[src/rtl/pag_pkg.sv]
package pag_pkg;

	// Fixed field widths.
	localparam int DotW  = 16;
	localparam int DistW = 32;
	localparam int GainW = 16;
	localparam int NumW  = 48;
	localparam int QuoW  = 16;

	// Register indexes of the configuration port.
	typedef enum logic [1:0] {
		REG_BLOOM        = 2'd0,
		REG_MIN_DISTANCE = 2'd1,
		REG_MAX_DISTANCE = 2'd2,
		REG_FLOOR_VOLUME = 2'd3
	} cfg_reg_t;

	// Fixed-point constants, Q1.15 except NEAR_LIMIT, which is a distance.
	localparam logic [16:0] ONE_Q15    = 17'd32768;
	localparam logic [31:0] NEAR_LIMIT = 32'd656;
	localparam logic [15:0] FLAT_LIMIT = 16'd32440;
	localparam logic [15:0] MIN_VOL    = 16'd164;
	localparam logic [15:0] DOT_BASE   = 16'd8192;

	// Reset values of the registers.
	localparam logic [15:0] BLOOM_RST = 16'd16384;
	localparam logic [31:0] MIN_RST   = 32'd65536;
	localparam logic [31:0] MAX_RST   = 32'd983040;
	localparam logic [15:0] FLOOR_RST = 16'd0;

	// Side data that travels with an item through the divider stages.
	typedef struct packed {
		logic [15:0] d;
		logic        near;
		logic        flat;
		logic        lt_min;
		logic        ge_max;
		logic [3:0]  shift;
		logic [16:0] la;
		logic [16:0] lc;
		logic [8:0]  lrem;
	} side_t;

	// Integer square root, used only while the tables are built.
	function automatic logic [63:0] isqrt64(input logic [63:0] value);
		logic [63:0] v;
		logic [63:0] r;
		logic [63:0] bt;
		v = value;
		r = 64'd0;
		bt = 64'd1 << 62;
		while (bt > v) bt = bt >> 2;
		while (bt != 64'd0) begin
			if (v >= r + bt) begin
				v = v - (r + bt);
				r = (r >> 1) + bt;
			end else begin
				r = r >> 1;
			end
			bt = bt >> 2;
		end
		return r;
	endfunction

	// Q1.16 entry of log2(1 + i/2^b), by repeated squaring.
	function automatic logic [16:0] log_entry(input int i, input int b);
		logic [63:0] x;
		logic [16:0] res;
		x = (64'd1 << 30) + (64'(i) << (30 - b));
		res = 17'd0;
		if (x >= (64'd1 << 31)) begin
			res = 17'd65536;
			x = x >> 1;
		end
		for (int bp = 15; bp >= 0; bp--) begin
			x = (x * x) >> 30;
			if (x >= (64'd1 << 31)) begin
				res = res | (17'd1 << bp);
				x = x >> 1;
			end
		end
		return res;
	endfunction

	// Q2.30 entry of 2^(i/2^b), as a product of repeated square roots of two.
	function automatic logic [31:0] exp_entry(input int i, input int b);
		logic [63:0] root [13];
		logic [63:0] v;
		root[0] = 64'd1 << 31;
		root[1] = isqrt64(64'd2 << 60);
		for (int k = 2; k < 13; k++) root[k] = isqrt64(root[k - 1] << 30);
		if (i == (1 << b)) begin
			v = 64'd1 << 31;
		end else begin
			v = 64'd1 << 30;
			for (int bb = 0; bb < b; bb++) begin
				if (((i >> bb) & 1) != 0) v = (v * root[b - bb]) >> 30;
			end
		end
		return v[31:0];
	endfunction

endpackage

[src/rtl/pag_div.sv]
// Pipelined restoring divider, one quotient bit per stage.
// The quotient must fit in QuoW bits: num < den * 2^QuoW.
module pag_div (
	input  logic                       clk,
	input  logic                       en,
	input  logic [pag_pkg::NumW-1:0]   num,
	input  logic [31:0]                den,
	output logic [pag_pkg::QuoW-1:0]   quo
);

	localparam int N = pag_pkg::QuoW;
	localparam int W = pag_pkg::NumW;

	logic [W-1:0] rem_s [N];
	logic [31:0]  den_s [N];
	logic [N-1:0] quo_s [N];

	for (genvar k = 0; k < N; k++) begin : g_stage
		logic [W-1:0] rem_in;
		logic [31:0]  den_in;
		logic [N-1:0] quo_in;
		logic [W:0]   shifted;
		logic         take;

		if (k == 0) begin : g_first
			assign rem_in = num;
			assign den_in = den;
			assign quo_in = '0;
		end else begin : g_next
			assign rem_in = rem_s[k - 1];
			assign den_in = den_s[k - 1];
			assign quo_in = quo_s[k - 1];
		end

		// Trial subtraction of the divisor aligned to this quotient bit.
		assign shifted = {{(W + 1 - 32){1'b0}}, den_in} << (N - 1 - k);
		assign take = {1'b0, rem_in} >= shifted;

		always_ff @(posedge clk) begin
			if (en) begin
				rem_s[k] <= take ? W'({1'b0, rem_in} - shifted) : rem_in;
				den_s[k] <= den_in;
				quo_s[k] <= quo_in | (N'(take) << (N - 1 - k));
			end
		end
	end

	assign quo = quo_s[N - 1];

endmodule

[config.mk]
export PLATFORM = sky130hd
export DESIGN_NAME = pag_div
export DESIGN_NICKNAME = d
export VERILOG_FILES = /design/src/rtl/pag_pkg.sv /design/src/rtl/pag_div.sv
export SDC_FILE = /design/constraint.sdc
export NUM_CORES = 2
export LEC_CHECK = 0
export BUFFER_PORTS_ARGS = -buffer_cell sky130_fd_sc_hd__buf_2
export CORE_MARGIN = 10
export CORE_UTILIZATION = 35
export DETAILED_ROUTE_END_ITERATION = 6
export SETUP_SLACK_MARGIN = 0.3
export SLEW_MARGIN = 25
export SYNTH_ARGS = -nofsm -noshare
export SYNTH_HDL_FRONTEND = slang
export SYNTH_SLANG_ARGS = --single-unit
[constraint.sdc]
create_clock -name clk -period 4.9 [get_ports clk]
set_input_delay 0.49 -clock clk [delete_from_list [all_inputs] [get_ports clk]]
set_output_delay 0.49 -clock clk [all_outputs]
set_load 0.005 [all_outputs]
==> impl_metrics.tcl <==
set metrics [dict create \
    final_nets 7746 \
    syn-cell-area_um2 75340 \
    power_density_nw_per_um2 575.7 \
    r2r_setup_slack_ns 0.65 \
    reg2reg_from "rem_s[1][53]$_DFFE_PP_" \
    placed_area_um2 79570 \
    ys_async_sr_fraction_pct 0 \
    clock_skew_ns 0.01805 \
    vias 51200 \
    fp.coreArea_um2 214400 \
    ys_ff_latch 1336 \
    grt_max_degree 141 \
    start_util_pct 35.14 \
    power.leakage_nw 33.66 \
    synth_fp_nets 7519 \
    period_share_pct 86.83 \
    setup_tns_ns 0 \
    share_comb_of_total_power_pct 41.1 \
    clk_path_buf_depth 3 \
    final_layout_size_suffix_gt1_share_pct 7.250 \
    clock_latency_ns 0.77 \
    synth_area_per_cell_um2 10.90 \
    port_buffers 97 \
    ys.warnings.count 0 \
    mostFrequentLayoutCells "1,336 x edfxtp_1, 645 x inv_1, 600 x nand2_1" \
    min_period_ns 4.255 \
    p_switching_w 0.01766 \
    hold_end "rem_s[0][40]$_DFFE_PP_" \
    slew_headroom_pct 36.18 \
    cts-htree-levels 4 \
    finalPower_w 0.04897 \
    seqPwrFrac_pct 37.1 \
    grt.total_usage_pct 13.41 \
    cpMostUsedCell "o21ai_0" \
    synth_ff_type "edfxtp_1" \
    design_area_um2 85060 \
    start_kind "register" \
    clk_pin_slew_ns 0.06 \
    setup_viol 0 \
    drc_errors 0 \
    critPathMaxStageDelay_ns 0.46 \
    dieWidth_um 484.0 \
    drt.antenna.violating_nets 0 \
    crit_path_max_fanout 4 \
    min_path_type "input port to register" \
    gr-total-overflow 0 \
    dr_wl_met3_um 5225 \
    synth_cell_types 84 \
    switching_share_pct 36.06 \
    post_drt_wl_per_cell_um 16.14 \
    holdPathStages 3 \
    viasPerCell 5.072 \
    timing.fmax_mhz 235.0 \
    final_common_cell "edfxtp_1" \
    drt_iter0_markers 3080 \
    cp.arrival_ns 4.77 \
    cts-root-buf "clkbuf_16" \
    numCtsBuffers 149 \
    vdd.ir_drop.worst_v 0.0003491 \
    path_cells "inv_1, ha_1, inv_1, fa_1, a21o_1, a21oi_1, o21a_1, o21ai_0, a21oi_2, o21ai_0, a221oi_1, o21ai_0, buf_4, nand4_1, nand4_1, xnor2_1" \
    rsz0062_at_grt "no" \
    grt_pass1_vias 52270 \
    synth_edf_count 1336 \
    rr_worst_depth 16 \
    worstMarginPinSlew_ns 0.9574 \
    criticalPathCategory "register to register" \
    p_int_w 0.03131 \
    fin_util_pct 39.67 \
    dp_hpwl_um 124900 \
    syn_inst 6910 \
    antenna_found_initial 1 \
    tritoncts "built" \
    min_from "num[40]" \
    filler_cell_count 20430 \
    cp_slowest_cell "a221oi_1" \
    yosysSeqAreaShare_pct 53.25 \
    route.met2.wl_um 83180 \
    top_layer_used "met4" \
    routabilityCongestion 0.8925 \
    drt-met1-wl_um 65540 \
    grt_pass1_wl_um 262400 \
    status "finished clean" \
    area_growth_pct 12.90 \
    max_cap_violations 0 \
    clkPwrFrac_pct 21.8 \
    clkSinkCount 1336 \
    die_h_um 484.0 \
    drv_slew 0 \
    die_area_um2 234200 \
    cp_data_required_time_ns 5.42 \
    row_count 170 \
    hold_viol 0 \
    wl_um 162900 \
    io_pins 98 \
    dr.pass1.iters 5 \
    timing.rr.end "rem_s[1][139]$_DFFE_PP_" \
    cp-end-kind "register" \
]
## kinds of logic (layout without fill, tap and decap cells)
group,Yosys count,in the layout,share of synthesized area [%]
compound gates,1905,1905,15.61
xor+xnor,528,528,6.138
fa+ha+maj,527,527,8.901
buf+inv,822,1167,4.109
flops,1336,1336,53.25
mux,67,67,0.9865
other cells,0,1,0
simple gates,1725,1725,11.00
## what timing repair did
item	in CTS	in global routing
gates resized for setup	0	3
hold endpoints to repair	78	0
hold buffers	78	0
buffers inserted	0	0
endpoints found under the setup margin	0	4
## stage by stage
step	worst slack, ns	hold slack [ns]	std cells
2_1_floorplan	1.248	0.4003	6910
3_3_place_gp	0.3092	0.4009	9746
3_5_place_dp	0.4302	0.4045	9746
4_1_cts	0.4085	0.01191	10090
5_1_grt	0.3929	0.04874	10090
6_report	0.6451	0.08664	10090
## power groups by stage
stage | Combinational, W | Clock, W | Sequential (W)
floorplan | 0.0152 | 0 | 0.0177
global placement | 0.0195 | 0 | 0.0183
detailed placement | 0.0198 | 0 | 0.0184
global route | 0.0225 | 0.0116 | 0.0184
CTS | 0.0200 | 0.0111 | 0.0181
finish | 0.0201 | 0.0107 | 0.0182
## sequential cells by signal, indices dropped and copies added, names as in the netlist
register	cells
rem_s	720
quo_s	136
den_s	480
## cells in the mapped netlist, types with 16 or more instances
library cell / instances / area share [%]
edfxtp_1: 1336 / 53
o211ai_1: 22 / 0.22
a2111oi_0: 18 / 0.21
a21boi_0: 26 / 0.26
ha_1: 512 / 8.5
clkbuf_1: 156 / 0.78
mux2_2: 58 / 0.87
o21ai_0: 537 / 3.6
a41oi_1: 19 / 0.22
nor3_1: 107 / 0.71
inv_1: 646 / 3.2
a21o_1: 326 / 3.2
nor4_1: 54 / 0.45
a31oi_1: 41 / 0.34
and3_1: 59 / 0.49
or2_2: 26 / 0.22
o21a_1: 47 / 0.47
xnor2_1: 296 / 3.4
nand2_1: 601 / 3.0
nor2b_1: 72 / 0.60
o31ai_1: 36 / 0.36
nand4_1: 96 / 0.80
a211o_1: 17 / 0.20
xor2_1: 232 / 2.7
a211oi_1: 37 / 0.37
or3_1: 33 / 0.27
nand3b_1: 16 / 0.16
a21oi_1: 577 / 3.8
o21bai_1: 76 / 0.76
nand3_1: 116 / 0.77
nand2b_1: 62 / 0.51
nor2_1: 370 / 1.8
and2_1: 34 / 0.28
nor4b_1: 18 / 0.21
## how the worst max path moves through the flow
stage / start / to / cells after the start
floorplan: den[18] / rem_s[0][30]$_DFFE_PP_ / 15
global placement: rem_s[1][53]$_DFFE_PP_ / rem_s[1][141]$_DFFE_PP_ / 15
detailed placement: rem_s[1][53]$_DFFE_PP_ / rem_s[1][141]$_DFFE_PP_ / 15
CTS: rem_s[1][53]$_DFFE_PP_ / rem_s[1][141]$_DFFE_PP_ / 15
global route: rem_s[1][6]$_DFFE_PP_ / rem_s[1][90]$_DFFE_PP_ / 16
finish: rem_s[1][53]$_DFFE_PP_ / rem_s[1][139]$_DFFE_PP_ / 16
## layout make-up
type | instances | area, µm² | area share, %
clock buffers | 174 | 3908 | 4.594
repair buffers | 252 | 2034 | 2.392
flip-flops and latches | 1336 | 40120 | 47.16
well taps | 2838 | 3551 | 4.175
diodes | 1 | 2.502 | 0.002942
inverters | 646 | 2425 | 2.851
clock inverters | 95 | 784.5 | 0.9223
multi-input cells | 4752 | 32240 | 37.90
## routing by layer
layer / vias to the layer above / GRT usage (%)
li1: 25800 / -
met1: 23800 / 14.39
met2: 1131 / 25.20
met3: 469 / 2.073
met4: 0 / 7.003
met5: - / 0
## worst max-delay path, delay by kind of cell, from the launching register on
family,cells,cell delay (ns)
XOR/XNOR,1,0.17
adder cells (fa/ha/maj),2,0.55
AND/OR/NAND/NOR,2,0.29
flip-flops,1,0.40
buffers and inverters,3,0.37
AO/OA/AOI/OAI,8,2.21
No activity file was read; power rests on OpenSTA's default activity.
